`config.mk`:
```
export PLATFORM = sky130hd
export DESIGN_NAME = servo_status_packet_deframer
export DESIGN_NICKNAME = d
export VERILOG_FILES = /design/src/hw/rtl/sspd_pkg.sv /design/src/hw/rtl/sspd_core.sv /design/src/hw/rtl/servo_status_packet_deframer.sv
export SDC_FILE = /design/constraint.sdc
export NUM_CORES = 1
export LEC_CHECK = 0
export ABC_CLOCK_PERIOD_IN_PS = 5400
export BUFFER_PORTS_ARGS = -buffer_cell sky130_fd_sc_hd__buf_4
export CAP_MARGIN = 20
export CORE_UTILIZATION = 45
export DETAILED_ROUTE_END_ITERATION = 10
export PLACE_DENSITY = 0.73
export SLEW_MARGIN = 20
export SYNTH_ARGS = -nofsm -noshare
export SYNTH_HDL_FRONTEND = slang
export SYNTH_SLANG_ARGS = --single-unit
```
`constraint.sdc`:
```
create_clock -name clk -period 5.4 [get_ports clk]
set_clock_uncertainty 0.2 [all_clocks]
set_input_delay 0.27 -clock clk [delete_from_list [all_inputs] [get_ports clk]]
set_output_delay 0.27 -clock clk [all_outputs]
set_load 0.02 [all_outputs]
```
`src/hw/rtl/sspd_pkg.sv`:
```
// Package for the servo status packet deframer.
// Holds the phase type, action and status codes, config indexes and the result struct.
// No dependencies.
`default_nettype none

package sspd_pkg;

  localparam int unsigned CFG_INDEX_W = 1;
  localparam int unsigned CFG_DATA_W  = 16;

  localparam logic [CFG_INDEX_W-1:0] CFG_HUNT_LIMIT    = 1'd0;
  localparam logic [CFG_INDEX_W-1:0] CFG_TIMEOUT_TICKS = 1'd1;

  localparam logic [7:0]  HUNT_LIMIT_RESET    = 8'd50;
  localparam logic [15:0] TIMEOUT_TICKS_RESET = 16'd1000;

  localparam logic [7:0] HDR_BYTE   = 8'hFF;
  localparam logic [7:0] MIN_LENGTH = 8'd2;

  localparam logic [1:0] ACT_BYTE  = 2'd0;
  localparam logic [1:0] ACT_TICK  = 2'd1;
  localparam logic [1:0] ACT_START = 2'd2;

  localparam logic [2:0] ST_OK      = 3'd0;
  localparam logic [2:0] ST_BADSUM  = 3'd1;
  localparam logic [2:0] ST_SHORT   = 3'd2;
  localparam logic [2:0] ST_NOHDR   = 3'd3;
  localparam logic [2:0] ST_TIMEOUT = 3'd4;

  localparam logic KIND_PARAM   = 1'b0;
  localparam logic KIND_VERDICT = 1'b1;

  typedef enum logic [2:0] {
    PH_IDLE,
    PH_HUNT1,
    PH_HUNT2,
    PH_ID,
    PH_LEN,
    PH_ERR,
    PH_PARAM,
    PH_CHK
  } phase_t;

  typedef struct packed {
    logic       kind;
    logic [7:0] unit_id;
    logic [7:0] data_byte;
    logic [7:0] param_index;
    logic [7:0] param_count;
    logic [2:0] status;
  } result_t;

endpackage

`default_nettype wire

```
`src/hw/rtl/sspd_core.sv`:
```
// Deframer state and the per-transaction update logic.
// Takes one registered transaction per enabled cycle and yields at most one result.
// Depends on sspd_pkg.
`default_nettype none

module sspd_core (
  input  wire logic                clk,
  input  wire logic                rst,
  input  wire logic                step,
  input  wire logic [1:0]          action,
  input  wire logic [7:0]          rx_byte,
  input  wire logic [7:0]          hunt_limit,
  input  wire logic [15:0]         timeout_ticks,
  output logic                     has_result,
  output sspd_pkg::result_t        result
);
  import sspd_pkg::*;

  phase_t      phase, phase_next;
  logic [7:0]  hunt_attempts, hunt_attempts_next;
  logic [15:0] silent_ticks, silent_ticks_next;
  logic [7:0]  packet_id, packet_id_next;
  logic [7:0]  packet_length, packet_length_next;
  logic [7:0]  servo_error, servo_error_next;
  logic [7:0]  bytes_left, bytes_left_next;
  logic [7:0]  running_sum, running_sum_next;
  logic [7:0]  param_position, param_position_next;

  logic [7:0]  limit;
  logic [7:0]  attempts_inc;
  logic [15:0] ticks_inc;
  logic [7:0]  count_params;

  always_comb begin
    limit        = (hunt_limit == 8'd0) ? 8'd1 : hunt_limit;
    attempts_inc = (hunt_attempts == 8'hFF) ? hunt_attempts : hunt_attempts + 8'd1;
    ticks_inc    = (silent_ticks == 16'hFFFF) ? silent_ticks : silent_ticks + 16'd1;
    count_params = (packet_length < MIN_LENGTH) ? 8'd0 : packet_length - MIN_LENGTH;

    phase_next          = phase;
    hunt_attempts_next  = hunt_attempts;
    silent_ticks_next   = silent_ticks;
    packet_id_next      = packet_id;
    packet_length_next  = packet_length;
    servo_error_next    = servo_error;
    bytes_left_next     = bytes_left;
    running_sum_next    = running_sum;
    param_position_next = param_position;

    has_result         = 1'b0;
    result.kind        = KIND_VERDICT;
    result.unit_id     = packet_id;
    result.data_byte   = servo_error;
    result.param_index = 8'd0;
    result.param_count = count_params;
    result.status      = ST_OK;

    if (action == ACT_START) begin
      phase_next          = PH_HUNT1;
      hunt_attempts_next  = 8'd0;
      silent_ticks_next   = 16'd0;
      packet_id_next      = 8'd0;
      packet_length_next  = 8'd0;
      servo_error_next    = 8'd0;
      bytes_left_next     = 8'd0;
      running_sum_next    = 8'd0;
      param_position_next = 8'd0;
    end else if (phase != PH_IDLE && action == ACT_TICK) begin
      silent_ticks_next = ticks_inc;
      if (ticks_inc >= timeout_ticks) begin
        has_result    = 1'b1;
        result.status = ST_TIMEOUT;
        phase_next    = PH_IDLE;
      end
    end else if (phase != PH_IDLE && action == ACT_BYTE) begin
      silent_ticks_next = 16'd0;
      unique case (phase)
        PH_HUNT1, PH_HUNT2: begin
          if (rx_byte == HDR_BYTE) begin
            phase_next = (phase == PH_HUNT1) ? PH_HUNT2 : PH_ID;
          end else begin
            hunt_attempts_next = attempts_inc;
            if (attempts_inc >= limit) begin
              has_result    = 1'b1;
              result.status = ST_NOHDR;
              phase_next    = PH_IDLE;
            end else begin
              phase_next = PH_HUNT1;
            end
          end
        end
        PH_ID: begin
          packet_id_next   = rx_byte;
          running_sum_next = rx_byte;
          phase_next       = PH_LEN;
        end
        PH_LEN: begin
          packet_length_next = rx_byte;
          if (rx_byte < MIN_LENGTH) begin
            has_result         = 1'b1;
            result.status      = ST_SHORT;
            result.param_count = 8'd0;
            phase_next         = PH_IDLE;
          end else begin
            running_sum_next    = running_sum + rx_byte;
            bytes_left_next     = rx_byte - MIN_LENGTH;
            param_position_next = 8'd0;
            phase_next          = PH_ERR;
          end
        end
        PH_ERR: begin
          servo_error_next = rx_byte;
          running_sum_next = running_sum + rx_byte;
          phase_next       = (bytes_left != 8'd0) ? PH_PARAM : PH_CHK;
        end
        PH_PARAM: begin
          running_sum_next    = running_sum + rx_byte;
          has_result          = 1'b1;
          result.kind         = KIND_PARAM;
          result.data_byte    = rx_byte;
          result.param_index  = param_position;
          param_position_next = param_position + 8'd1;
          bytes_left_next     = bytes_left - 8'd1;
          if (bytes_left == 8'd1) begin
            phase_next = PH_CHK;
          end
        end
        PH_CHK: begin
          has_result    = 1'b1;
          result.status = (rx_byte == ~running_sum) ? ST_OK : ST_BADSUM;
          phase_next    = PH_IDLE;
        end
        default: begin
          phase_next = PH_IDLE;
        end
      endcase
    end
  end

  always_ff @(posedge clk) begin
    if (rst) begin
      phase          <= PH_IDLE;
      hunt_attempts  <= 8'd0;
      silent_ticks   <= 16'd0;
      packet_id      <= 8'd0;
      packet_length  <= 8'd0;
      servo_error    <= 8'd0;
      bytes_left     <= 8'd0;
      running_sum    <= 8'd0;
      param_position <= 8'd0;
    end else if (step) begin
      phase          <= phase_next;
      hunt_attempts  <= hunt_attempts_next;
      silent_ticks   <= silent_ticks_next;
      packet_id      <= packet_id_next;
      packet_length  <= packet_length_next;
      servo_error    <= servo_error_next;
      bytes_left     <= bytes_left_next;
      running_sum    <= running_sum_next;
      param_position <= param_position_next;
    end
  end

endmodule

`default_nettype wire

```
`src/hw/rtl/servo_status_packet_deframer.sv`:
```
// A transaction is held in the input register until the core steps on it; the result that it
// yields is then registered in the output register, out_q, which drives the result ports.
// Throughput: one transaction per cycle; while a result waits, one more transaction is taken
// into the input register and the input then stalls until the result is taken.
// Reset clears the deframer to idle and loads hunt_limit 50 and timeout_ticks 1000.
// Depends on sspd_pkg and sspd_core.
`default_nettype none

module servo_status_packet_deframer (
  input  wire logic                            clk,
  input  wire logic                            rst,
  input  wire logic                            cfg_write,
  input  wire logic [sspd_pkg::CFG_INDEX_W-1:0] cfg_index,
  input  wire logic [sspd_pkg::CFG_DATA_W-1:0]  cfg_data,
  input  wire logic                            in_valid,
  output logic                                 in_ready,
  input  wire logic [1:0]                      action,
  input  wire logic [7:0]                      rx_byte,
  output logic                                 out_valid,
  input  wire logic                            out_ready,
  output logic                                 kind,
  output logic [7:0]                           unit_id,
  output logic [7:0]                           data_byte,
  output logic [7:0]                           param_index,
  output logic [7:0]                           param_count,
  output logic [2:0]                           status
);
  import sspd_pkg::*;

  logic [7:0]  hunt_limit;
  logic [15:0] timeout_ticks;

  logic        held_valid;
  logic [1:0]  held_action;
  logic [7:0]  held_byte;

  logic        step;
  logic        has_result;
  result_t     result;
  result_t     out_q;

  assign step     = held_valid && (!out_valid || out_ready);
  assign in_ready = !held_valid || step;

  always_ff @(posedge clk) begin
    if (rst) begin
      hunt_limit    <= HUNT_LIMIT_RESET;
      timeout_ticks <= TIMEOUT_TICKS_RESET;
    end else if (cfg_write) begin
      unique case (cfg_index)
        CFG_HUNT_LIMIT:    hunt_limit    <= cfg_data[7:0];
        CFG_TIMEOUT_TICKS: timeout_ticks <= cfg_data[15:0];
      endcase
    end
  end

  always_ff @(posedge clk) begin
    if (rst) begin
      held_valid <= 1'b0;
    end else if (in_ready) begin
      held_valid <= in_valid;
    end
  end

  always_ff @(posedge clk) begin
    if (in_ready && in_valid) begin
      held_action <= action;
      held_byte   <= rx_byte;
    end
  end

  sspd_core u_core (
    .clk           (clk),
    .rst           (rst),
    .step          (step),
    .action        (held_action),
    .rx_byte       (held_byte),
    .hunt_limit    (hunt_limit),
    .timeout_ticks (timeout_ticks),
    .has_result    (has_result),
    .result        (result)
  );

  always_ff @(posedge clk) begin
    if (rst) begin
      out_valid <= 1'b0;
    end else if (step) begin
      out_valid <= has_result;
    end else if (out_ready) begin
      out_valid <= 1'b0;
    end
  end

  always_ff @(posedge clk) begin
    if (step && has_result) begin
      out_q <= result;
    end
  end

  assign kind        = out_q.kind;
  assign unit_id     = out_q.unit_id;
  assign data_byte   = out_q.data_byte;
  assign param_index = out_q.param_index;
  assign param_count = out_q.param_count;
  assign status      = out_q.status;

endmodule

`default_nettype wire

```
[Word level (Yosys, flattened, before mapping)]
Cells that the tools add are included.
Storage, ports and cells
  memories kept: 0
  bits in latches: 0
  output and inout bits: 38
  bits in read-only memories: 0
  bits in registers: 147
  bits of input ports: 32
  word-level logic and storage cells: 165
  RAM bits: 0
Cells by class
  magnitude comparators: 4
  div/mod/pow operators: 0
  bitwise operators: 4
  eq/ne operators: 19
  reductions and logical operators: 37
  shift operators: 0
  multiply operators: 0
  multiplexer cells: 73
  add/sub/neg operators: 7
Operator list (count)
  8-bit 2-to-1 mux: 33
  16-bit 2-to-1 mux: 5
  27-bit 2-to-1 mux: 2
  8-bit one-hot mux with 2 select lines: 2
  3-bit 2-to-1 mux: 10
  24-bit 2-to-1 mux: 1
  8-bit one-hot mux with 3 select lines: 1
  16-bit by 1-bit adder with 16-bit output, second input constant: 1
  8-bit by 1-bit adder with 8-bit output, second input constant: 2
  16-bit equality test, second input constant: 1
  8-bit equality test, second input constant: 2
  16-bit >= comparator: 1
  8-bit by 2-bit less-than comparator with 1-bit output, second input constant: 2
  4-bit AND reduction: 4
  8-bit by 2-bit subtractor with 8-bit output, second input constant: 2
  3-bit one-hot mux with 5 select lines: 1
  5-bit AND reduction: 3
  1-bit 2-to-1 mux: 14
  3-bit equality test, second input constant: 4
  2-bit nonzero test: 6
  11-bit 2-to-1 mux: 1
  3-bit one-hot mux with 3 select lines: 1
  3-bit nonzero test: 3
  8-bit adder: 1
  26 further kinds: 41

[Logic depth before layout (Yosys ltp)]
Gate-level depths: netlist (run 1).
  word-level depth: 10
  gate-level depth with buffers: 14
  depth with buffers taken out: 13

[Cells and area by module]
A second synthesis (run 1) with hierarchy kept.
Second synthesis, totals
  cells, all modules: 889
  area total of the unflattened synthesis: 7905.1 sq um
Modules (own cells, without submodules)
  sspd_core: seq. area each 1501.4 sq um, area an instance 5376.4 sq um, cells each 731, instances 1
  servo_status_packet_deframer: seq. area each 1901.8 sq um, area an instance 2528.7 sq um, cells each 158, instances 1

[Worst setup path before layout (run 1)]
No wires, ideal clock.
  kind: reg-to-reg
  start: register u_core.silent_ticks[3]
  end: register out_q, in the netlist data_byte[0], enable pin
  data arrival time: 4.209 ns
  buffers on the path: 2
  stages on the path, launching flop included: 15
  path slack: 0.540 ns
  clock period less this slack: 4.860 ns
  setup time: 0.451 ns
  data required time: 4.749 ns
  cells stage by stage: dfxtp_1 > clkbuf_1 > and4_1 > buf_2 > nand4_1 > o21a_1 > nand4_1 > xnor2_1 > ha_1 > o211ai_1 > o21ai_0 > nand3_1 > o21ai_0 > nand3_1 > a31oi_1
On the way
  cells in the longest elaborated chain, start to end: 7
  elaborated cells between the ends (all ways): 8
  classes of those cells: add/sub (1); order compare (1); eq/ne (1); mux (4); reduce/logical (1)
Ends and longest elaborated chain
  start: declaration: line sspd_core.sv:21  | logic [15:0] silent_ticks, silent_ticks_next;
  start signal: assignment: line sspd_core.sv:154  | silent_ticks <= silent_ticks_next;
  16-bit by 1-bit adder with 16-bit output or 16-bit equality test (tied branches): line sspd_core.sv:37  | ticks_inc = (silent_ticks == 16'hFFFF) ? silent_ticks : silent_ticks + 16'd1;
  16-bit 2-to-1 mux (*): line sspd_core.sv:37
  16-bit >= comparator (*): line sspd_core.sv:70  | if (ticks_inc >= timeout_ticks) begin
  1-bit 2-to-1 mux (*): line sspd_core.sv:70
  1-bit 2-to-1 mux (*): line sspd_core.sv:68  | end else if (phase != PH_IDLE && action == ACT_TICK) begin
  1-bit 2-to-1 mux (*): line sspd_core.sv:58  | if (action == ACT_START) begin
  1-bit logical AND (*): line servo_status_packet_deframer.sv:95  | if (step && has_result) begin
  end signal: assignment: line servo_status_packet_deframer.sv:96  | out_q <= result;
  end: declaration: line servo_status_packet_deframer.sv:40  | result_t out_q;
Every way passes the cells marked *; elsewhere a longest branch is shown, timed or not.
A chain may end at the register's enable or synchronous reset.

[Worst setup path after layout (run 1)]
  start: register u_core.silent_ticks[0]
  end: register out_q, in the netlist data_byte[4], enable pin
Same word-level chain as after synthesis.

==> metrics.md, run 1 <==
| Metric | Value |
|---|---|
| Max-cap violations | `0` |
| Fraction of registers with async set/reset | `0%` |
| Final setup violation count | `0` |
| Layout cell share with drive strength beyond 1 | `between 10 and 15%` |
| Die H | `around 130 um` |
| XOR/XNOR Fraction of Synth Area | `3.87%` |
| Synth top area cells | `dfxtp_1 (26%), edfxtp_1 (18%), ha_1 (6.2%), nand2_1 (5.5%), nor2_1 (4.4%)` |
| PD cells | `276 nW/um2` |
| CTS Buf Count | `17` |
| Final Hold Vio Count | `0` |
| Setup TNS Final | `0 ns` |
| Yosys top cell by area | `dfxtp_1` |
| Lkg Pwr | `roughly 3.7 nW` |
| Sink Count | `147` |
| Synth-to-Final Area Change | `19.5%` |
| Top cells by count, synth | `nand2_1 (113), dfxtp_1 (101), nor2_1 (90), a21oi_1 (64), edfxtp_1 (46)` |
| Cells after Synth | `around 860` |
| Actual slew at the worst max-slew pin | `approximately 0.93 ns` |
| Top-area cell type share of the netlist area | `26.3%` |
| Hold WS | `0.0220 ns` |
| Clock latency on the worst-skew pair | `0.43 ns` |
| Drt via density | `roughly 5.5` |
| Routed vias | `approximately 6,500` |
| Remaining DRCs | `0` |
| Core area | `~17,000 um2` |
| Drt pass-1 iters | `5` |
| Fin cells | `1,169` |
| Required time of the worst setup path | `5.28 ns` |
| Worst Setup Start Kind | `flip-flop` |
| Pre-CTS worst setup slack | `1.55 ns` |
| Synth Area in Adders | `6.44%` |
| Hold Crit Class | `in2reg` |
| Die width | `133 um` |
| Worst Hold Path Cells | `4` |
| Critical Path AT | `between 3 and 4 ns` |
| Routability Congestion | `0.888` |
| Clock buffer depth | `2` |
| R2R depth | `13` |
| N_diodes | `0` |
| Largest family of logic cells by synthesized area | `simple AND/OR/NAND/NOR gates` |
| Worst setup path class | `reg2reg` |
| Crit Reg-Reg Endpoint | `data_byte[4]` |
| CTS tree | `yes` |
| Floorplan row count | `47` |
| Fin util | `55.2%` |
| Final wirelength | `roughly 18,000 um` |
| Final Cycle Share | `~71%` |
| Top-Level Pins | `70` |
| Max stage delay on crit path | `0.42 ns` |
| First-pass GRT wire length | `~30,000 um` |
| Detailed Place HPWL | `12,500 um` |
| Max Freq | `around 0.26 GHz` |
| CTS resizes | `0` |
| Yosys warning count | `0` |
| Largest net degree at the start of global routing | `74` |
| Slowest stage cell, crit path | `dfxtp_1` |
| Cell Area, Placed | `~8300 um2` |
| Multiplexer share of the synthesized area | `3.99%` |
| Final #Nets | `1,007` |
| RSZ-0062 raised after global routing | `false` |
| Post-synth EDFFs | `46` |
| Synth Cell Area | `slightly below 8000 um2` |
| Post-route ant nets | `0` |
| Htree depth | `4` |
| DR iter-0 viols | `565` |
| Reg-to-reg slack, setup | `approximately 1.5 ns` |
| Grt ovf | `0` |
| Post-CTS Setup Bufs | `0` |
| Most used DFF post-synth | `dfxtp_1` |
| Yosys reg bits | `147` |
| Max FO, Critical Path | `36` |
| GRT Overall Usage | `21.2%` |
| Placed cells | `1,110` |
| Fillcell total | `1,484` |
| Status | `completed` |
| Fin crit period | `3.85 ns` |
| Final WS setup | `roughly 1.5 ns` |
| Root buf cell | `clkbuf_16` |
| Compound-Gate Fraction of Synth Area | `15.9%` |
| DIE AREA | `17,600 um2` |
| Most frequent cell after synthesis | `nand2_1` |
| Worst hold endpoint | `held_valid` |
| Syn nets | `929` |
| Tot Pwr | `around 2.5 mW` |
| CTS Hold Buffers Added | `27` |
| Synth Area in Simple Gates | `21.0%` |
| Drt wl/cell | `15.5 um` |
| Slew margin rel. | `a little under two fifths` |
| Vias in the first global route | `5,982` |
| Antenna violations before repair | `0` |
| Sequence of cells on the critical path | `ha_1, nand2_1, nor3_1, nand3_1, mux2_2, ha_1, o211ai_1, a21oi_1, and4b_1, o21ai_0, nand3_1, a31oi_4, buf_4` |
| Cell variety after synth | `76` |
| Hold_sp | `out_ready` |
| Reg-to-Reg Start | `u_core.silent_ticks[0]` |
| CP endpoint kind | `flip-flop` |
| Clk pin slew, worst setup/hold paths | `0.06 ns` |
| Max-slew violations | `0` |
| Final Instance Area | `9190 um2` |
| Share of the yosys chip area belonging to registers | `roughly 44%` |
| Avg Inst Size Synth | `8.96 um2` |
| Initial Util | `between 40% and 50%` |
| Port Buffers | `69` |
| VDD IR-drop max | `0.223 mV` |
[worst max path at each step]
stage,startpoint,to,slack [ns],cells past startpoint
2_1_floorplan,u_core.silent_ticks[3],data_byte[0],0.54,14
3_3_place_gp,u_core.silent_ticks[0],data_byte[5],1.62,13
3_5_place_dp,u_core.silent_ticks[0],kind,1.55,13
4_1_cts,u_core.silent_ticks[0],param_count[0],1.53,13
5_1_grt,u_core.silent_ticks[0],data_byte[4],1.25,13
6_report,u_core.silent_ticks[0],data_byte[4],1.55,13
[power breakdown]
group | switching [mW] | internal [mW] | total [mW]
Sequential | 0.0242 | 1.15 | 1.18
Clock | 0.484 | 0.702 | 1.19
Combinational | 0.0977 | 0.0714 | 0.169
[worst max-delay path, delay by kind of cell (launching register included)]
| family | cells | cell delay, ns |
|---|---|---|
| simple gates | 5 | 0.97 |
| compound gates | 4 | 0.63 |
| fa+ha+maj | 2 | 0.50 |
| flops | 1 | 0.42 |
| buf+inv | 1 | 0.39 |
| mux | 1 | 0.38 |
[layout make-up]
cell class / count / area (um2) / share of cell area [%]
multi-input combinational: 630 / 3960 / 43.1
sequential: 147 / 3400 / 37.0
timing repair buffer: 99 / 811 / 8.82
clock buffer: 20 / 447 / 4.86
tap: 220 / 275 / 2.99
inverter: 41 / 154 / 1.67
clock inverter: 12 / 144 / 1.57
[cells by family after synthesis]
kind of cell / count (synthesis)
simple gates: 338
compound gates: 189
flops: 147
buf+inv: 81
fa+ha+maj: 39
xor+xnor: 34
mux: 30
[registers in the layout, indices dropped and copies added, names as in the netlist, 2 cells and up]
| register | flops |
|---|---|
| held_action | 2 |
| u_core.bytes_left | 8 |
| timeout_ticks | 16 |
| u_core.hunt_attempts | 8 |
| held_byte | 8 |
| param_count | 8 |
| u_core.silent_ticks | 16 |
| u_core.servo_error | 8 |
| u_core.running_sum | 8 |
| hunt_limit | 8 |
| param_index | 8 |
| u_core.phase | 3 |
| u_core.packet_id | 8 |
| u_core.param_position | 8 |
| data_byte | 8 |
| unit_id | 8 |
| status | 3 |
| u_core.packet_length | 8 |
[routing by layer]
layer,vias to the layer above,share of wire [%],track usage [%]
li1,3231,-,-
met1,3037,46,28.7
met2,193,46,33.4
met3,24,5.6,3.72
met4,0,1.7,8.49
met5,-,0,0
[cells in the final DEF (no fill, tap or decap), types with 4 or more instances in the layout]
| cell | Yosys | routed |
|---|---|---|
| nor4_1 | 5 | 5 |
| xor2_1 | 14 | 14 |
| nand2_1 | 113 | 113 |
| inv_1 | 41 | 41 |
| a31oi_1 | 7 | 6 |
| o211ai_1 | 11 | 11 |
| nor2_1 | 90 | 90 |
| and3_1 | 15 | 15 |
| or3_1 | 7 | 7 |
| o31ai_1 | 8 | 8 |
| mux2_2 | 5 | 5 |
| nor3_1 | 12 | 12 |
| a211oi_1 | 7 | 7 |
| edfxtp_1 | 46 | 46 |
| a22o_1 | 4 | 4 |
| and4_1 | 5 | 5 |
| inv_6 | 0 | 4 |
| and2_1 | 11 | 12 |
| o21ai_0 | 38 | 38 |
| clkbuf_16 | 0 | 17 |
| a21oi_1 | 64 | 64 |
| o2111ai_1 | 4 | 4 |
| xnor2_1 | 20 | 20 |
| nand4_1 | 20 | 20 |
| dfxtp_1 | 101 | 101 |
| dlygate4sd3_1 | 0 | 27 |
| nor2b_1 | 10 | 10 |
| mux2i_1 | 25 | 25 |
| buf_4 | 2 | 72 |
| nand2b_1 | 7 | 7 |
| nand3_1 | 24 | 24 |
| ha_1 | 38 | 38 |
| a22oi_1 | 7 | 7 |
No activity file was read; power rests on OpenSTA's default activity.
==> run 2, diff against run 1 <==
Settings changed: ABC_CLOCK_PERIOD_IN_PS 5400 to 3260, PLACE_DENSITY 0.73 to 0.76.
Clock period 5.4 ns to 3.26 ns, I/O delays scaled along.
==> run 2 against run 1 <==
Worst hold slack better by 0.21 ns. Sequential power up 64%. Sequential cell count unchanged. Fmax up 17%. Die area unchanged. The flow now finishes with violations (negative setup slack).
==> metrics.md, run 2 (synthesis results as in run 1) <==
| Metric | Value |
|---|---|
| Status | `finished, violations left` |
| Failing checks | `negative setup slack` |
| Lkg Pwr | `a little over 4 nW` |
| First-pass GRT wire length | `30,400 um` |
| Layout cell share with drive strength beyond 1 | `22.2%` |
| CP top delay family | `compound AO/OA/AOI/OAI gates` |
| Worst Setup Start Kind | `flip-flop` |
| Fin util | `around 59%` |
| Vias in the first global route | `a little over 6,000` |
| VDD IR-drop max | `0.327 mV` |
| Final Cycle Share | `101%` |
| Clock latency on the worst-skew pair | `0.43 ns` |
| Max-slew violations | `0` |
| Clk pin slew, worst setup/hold paths | `approximately 0.060 ns` |
| RSZ-0062 raised after global routing | `true` |
| Post-route ant nets | `0` |
| Die width | `about 130 um` |
| CTS Buf Count | `17` |
| Grt ovf | `0` |
| Drt wl/cell | `~16 um` |
| Sequence of cells on the critical path | `and4_4, nand4_1, o21a_2, nand4_1, xnor2_1, ha_1, o211ai_1, o21ai_1, nand3_1, o21ai_2, nand3_2, a31oi_4, buf_12, clkbuf_16` |
| Most common cell after layout, fill and taps aside | `buf_4` |
| Sink Count | `between 100 and 150` |
| Max FO, Critical Path | `6` |
| CP endpoint kind | `flip-flop` |
| Fin crit period | `3.28 ns` |
| DR iter-0 viols | `693` |
| Critical Path AT | `around 3.2 ns` |
| Max Freq | `0.305 GHz` |
| Remaining DRCs | `0` |
| Final Instance Area | `between 9000 and 10,000 um2` |
| Slowest stage cell, crit path | `dfxtp_2` |
| Worst setup path class | `reg2reg` |
| Detailed Place HPWL | `12,900 um` |
| Commonest non-fill, non-tap cells in the layout | `buf_4 (117), nand2_1 (111), dfxtp_1 (92)` |
| Flip-flop and latch area | `3420 um2` |
| CP Buf/Inv Count | `2` |
| Drt via density | `around 5.6` |
| GRT Overall Usage | `21.9%` |
| Fillcell total | `around 1,400` |
| Largest net degree at the start of global routing | `39` |
| Max-cap violations | `0` |
| Initial Util | `46.2%` |
| Synth-to-Final Area Change | `28.8%` |
| Final #Nets | `between 1,000 and 1,500` |
| Required time of the worst setup path | `3.21 ns` |
| Clock buffer depth | `2` |
| Actual slew at the worst max-slew pin | `between 1 and 1.5 ns` |
| Final setup violation count | `18` |
| CTS tree | `yes` |
| Hold Crit Class | `reg2reg` |
| Port Buffers | `69` |
| Final WS setup | `-0.0207 ns` |
| Final Hold Vio Count | `0` |
| Die H | `between 100 and 150 um` |
| Top Registers | `timeout_ticks (16), u_core.silent_ticks (16)` |
| Max stage delay on crit path | `0.35 ns` |
| CP dominant cell by count | `nand4_1` |
| Routability Congestion | `0.906` |
| Antenna violations before repair | `0` |
| Root buf cell | `clkbuf_16` |
| Top-Level Pins | `70` |
| Core area | `16,600 um2` |
| Slew margin rel. | `32.2%` |
| Drt pass-1 iters | `6` |
| Htree depth | `4` |
| Final wirelength | `between 15,000 and 20,000 um` |
| Pre-CTS worst setup slack | `0.0125 ns` |
| Floorplan row count | `47` |
| Tot Pwr | `4.13 mW` |
| Cell Area, Placed | `~8700 um2` |
| Routed vias | `just under 7,000` |
| PD cells | `417 nW/um2` |
| Area of the multi-input gates | `4130 um2` |
| DIE AREA | `roughly 18,000 um2` |
run 2: cell types whose count changed in the layout (fill, tap and decap cells not counted), sizes merged:
cell         delta
dlygate4sd3     +7
bufinv          -2
clkinv          +1
diode           +1
inv             +3
buf            +50
run 2: timing repair:
action	in CTS	in global routing
gates cloned	0	5
buffers inserted	0	7
endpoints found under the hold margin	66	0
pin swaps	0	10
hold buffers	34	0
endpoints found under the setup margin	14	37
gates resized for setup	1	42
run 2: path summary, 6_finish.rpt:
path,slack (ns),to,start,depth (start not counted)
max,-0.02,unit_id[0],u_core.silent_ticks[6],14
min,0.23,unit_id[5],u_core.packet_id[5],0
max reg2reg,-0.02,unit_id[0],u_core.silent_ticks[6],14
min reg2reg,0.23,unit_id[5],u_core.packet_id[5],0
run 2: where the power goes:
group / total, mW / switching (mW) / internal [mW]
clock network: 1.87 / 0.857 / 1.01
registers: 1.94 / 0.0279 / 1.91
logic: 0.322 / 0.185 / 0.137
run 2: final cells by class:
cell class                 count  share of cell area, %
antenna                        1                 0.0253
clock buffer                  18                   4.33
clock inverter                14                   1.42
inverter                      41                   1.55
multi-input combinational    630                   41.7
sequential                   147                   34.5
tap                          220                   2.78
timing repair buffer         158                   13.6
run 2: metal layers:
| metal | up-vias | track usage [%] | wire [um] |
|---|---|---|---|
| met5 | - | 0 | 0 |
| met3 | 39 | 4.98 | 1140 |
| met4 | 0 | 9.32 | 398 |
| met1 | 3242 | 29.0 | 8790 |
| met2 | 246 | 34.1 | 9150 |
| li1 | 3352 | - | - |
run 2: stage by stage:
stage,hold WS [ns],instances,TNS (ns)
final,0.233,1229,-0.179
after global routing,0.240,1228,-3.03
after global placement,0.141,1150,0
after floorplan,0.0619,858,-10.25
after detailed placement,0.142,1150,0
after CTS,0.234,1216,0
==> run 3, diff against run 2 <==
Settings changed: CTS_BUF_LIST set to sky130_fd_sc_hd__clkbuf_8, CTS_CLUSTER_SIZE set to 30.
==> run 3 against run 2 <==
The run now ends clean. Worst hold slack got worse by 0.026 ns. Global-route usage fell by 0.55 points. Largest power group unchanged. Design area fell by 2.0%. Final cell count did not move. Power fell by 13%.
==> metrics.md, run 3 (synthesis results as in run 1) <==
| Metric | Value |
|---|---|
| Top Registers | `timeout_ticks (16), u_core.silent_ticks (16)` |
| Worst setup path class | `reg2reg` |
| Final WS setup | `0.0359 ns` |
| Max stage delay on crit path | `0.33 ns` |
| RSZ-0062 raised after global routing | `true` |
| Pre-CTS worst setup slack | `0.0125 ns` |
| Die width | `133 um` |
| Actual slew at the worst max-slew pin | `1.00 ns` |
| Fin crit period | `3.22 ns` |
| Largest net degree at the start of global routing | `39` |
| Hold Crit Class | `in2reg` |
| Htree depth | `4` |
| Routability Congestion | `0.906` |
| Synth-to-Final Area Change | `26.2%` |
| Top-Level Pins | `70` |
| VDD IR-drop max | `0.201 mV` |
| Floorplan row count | `47` |
| DIE AREA | `~18,000 um2` |
| Slowest stage cell, crit path | `dfxtp_1` |
| Tot Pwr | `3.61 mW` |
| CTS Buf Count | `17` |
| Sequence of cells on the critical path | `and4_4, buf_4, and4_1, nand4_1, o21a_1, ha_1, and4_1, nand3_1, o21ai_2, nand3_2, a31oi_4, buf_12, clkbuf_16` |
| Max-slew violations | `0` |
| Worst Setup Start Kind | `flip-flop` |
| Status | `completed` |
| Routed vias | `6,778` |
| Lkg Pwr | `3.98 nW` |
| Root buf cell | `clkbuf_8` |
| DR iter-0 viols | `566` |
| Required time of the worst setup path | `3.25 ns` |
| CP endpoint kind | `flip-flop` |
| Die H | `133 um` |
| Sink Count | `~150` |
| Port Buffers | `69` |
| N_diodes | `0` |
| Drt wl/cell | `15.5 um` |
| Antenna violations before repair | `0` |
| Slew margin rel. | `33.1%` |
| First-pass GRT wire length | `29,900 um` |
| Remaining DRCs | `0` |
| Clock latency on the worst-skew pair | `0.47 ns` |
| Grt ovf | `0` |
| Detailed Place HPWL | `12,900 um` |
| CTS tree | `yes` |
| Layout cell share with drive strength beyond 1 | `22.6%` |
| Critical Path AT | `around 3.2 ns` |
| Drt pass-1 iters | `7` |
| Clk pin slew, worst setup/hold paths | `approximately 0.090 ns` |
| Placed cells | `1,150` |
| Final #Nets | `roughly 1,100` |
| Commonest non-fill, non-tap cells in the layout | `buf_4 (120), nand2_1 (111), dfxtp_1 (91)` |
| CP dominant cell by count | `and4_1` |
| Vias in the first global route | `6,181` |
| Final Hold Vio Count | `0` |
| Max-cap violations | `0` |
| Hold WS | `0.208 ns` |
| Post-route ant nets | `0` |
| Initial Util | `a little under half` |
| GRT Overall Usage | `a little over a fifth` |
| Most common cell after layout, fill and taps aside | `buf_4` |
| Drt via density | `5.52` |
| Core area | `approximately 17,000 um2` |
| Max FO, Critical Path | `5` |
| PD cells | `372 nW/um2` |
| Final setup violation count | `0` |
| Fin cells | `1,229` |
| Max Freq | `around 0.31 GHz` |
| Final Cycle Share | `98.9%` |
| Setup TNS Final | `0 ns` |
| Final wirelength | `19,000 um` |
| Fillcell total | `1,402` |
| Clock buffer depth | `2` |
[run 3: changes by cell type in the layout (fill, tap and decap cells not counted), moves of 2 or more]
cell	before	now
clkbuf_16	19	2
clkbuf_8	0	17
buf_4	117	120
and4_1	0	2
and4_4	5	3
dlygate4sd3_1	34	32
[run 3: power by group]
part	internal, mW	switching, mW	leakage [nW]
clock network	0.563	0.792	0.191
logic	0.133	0.181	2.56
registers	1.91	0.0277	1.22
total	2.60	1.00	3.98
[run 3: worst paths after layout]
path                            slack [ns]  cells past startpoint           end              startpoint
worst max-delay path                  0.04                     13  data_byte[3]  u_core.silent_ticks[7]
worst min-delay path                  0.21                      2  held_byte[1]              rx_byte[1]
worst max register to register        0.04                     13  data_byte[3]  u_core.silent_ticks[7]
worst min register to register        0.24                      0    unit_id[5]     u_core.packet_id[5]
[run 3: cell type report]
| class | count | area [um2] | share of cell area (%) |
|---|---|---|---|
| Clock inverter | 15 | 144 | 1.48 |
| Tap cell | 220 | 275 | 2.84 |
| Inverter | 41 | 154 | 1.59 |
| Multi-Input combinational cell | 630 | 4130 | 42.6 |
| Sequential cell | 147 | 3420 | 35.2 |
| Clock buffer | 17 | 234 | 2.41 |
| Timing Repair Buffer | 159 | 1350 | 13.9 |
[run 3: per-layer routing]
metal / routed length, um / track usage (%) / vias up
met5: 0 / 0 / -
met4: 436 / 9.00 / 0
met3: 1030 / 4.29 / 37
met2: 8880 / 33.0 / 213
met1: 8670 / 28.9 / 3183
li1: - / - / 3345
[run 3: what timing repair did]
action | CTS | global route
gates cloned | 0 | 5
endpoints found under the setup margin | 17 | 37
pin swaps | 0 | 12
endpoints found under the hold margin | 68 | 0
gates resized for setup | 1 | 42
hold buffers | 32 | 0
buffers inserted | 0 | 10
[run 3: worst max-delay path, delay by kind of cell, from the launching register on]
family	cells	cell delay [ns]
DFF	1	0.33
adders and majority gates	1	0.29
buffers and inverters	3	0.46
AOI/OAI and AO/OA	3	0.58
and+or+nand+nor	6	1.11
[run 3: through the flow]
stage | util, % | instance area [um2]
after CTS | 56.4 | 9380
after global routing | 58.3 | 9700
after floorplan | - | 7770
after detailed placement | 52.2 | 8680
after global placement | 52.2 | 8680
final | 58.3 | 9700
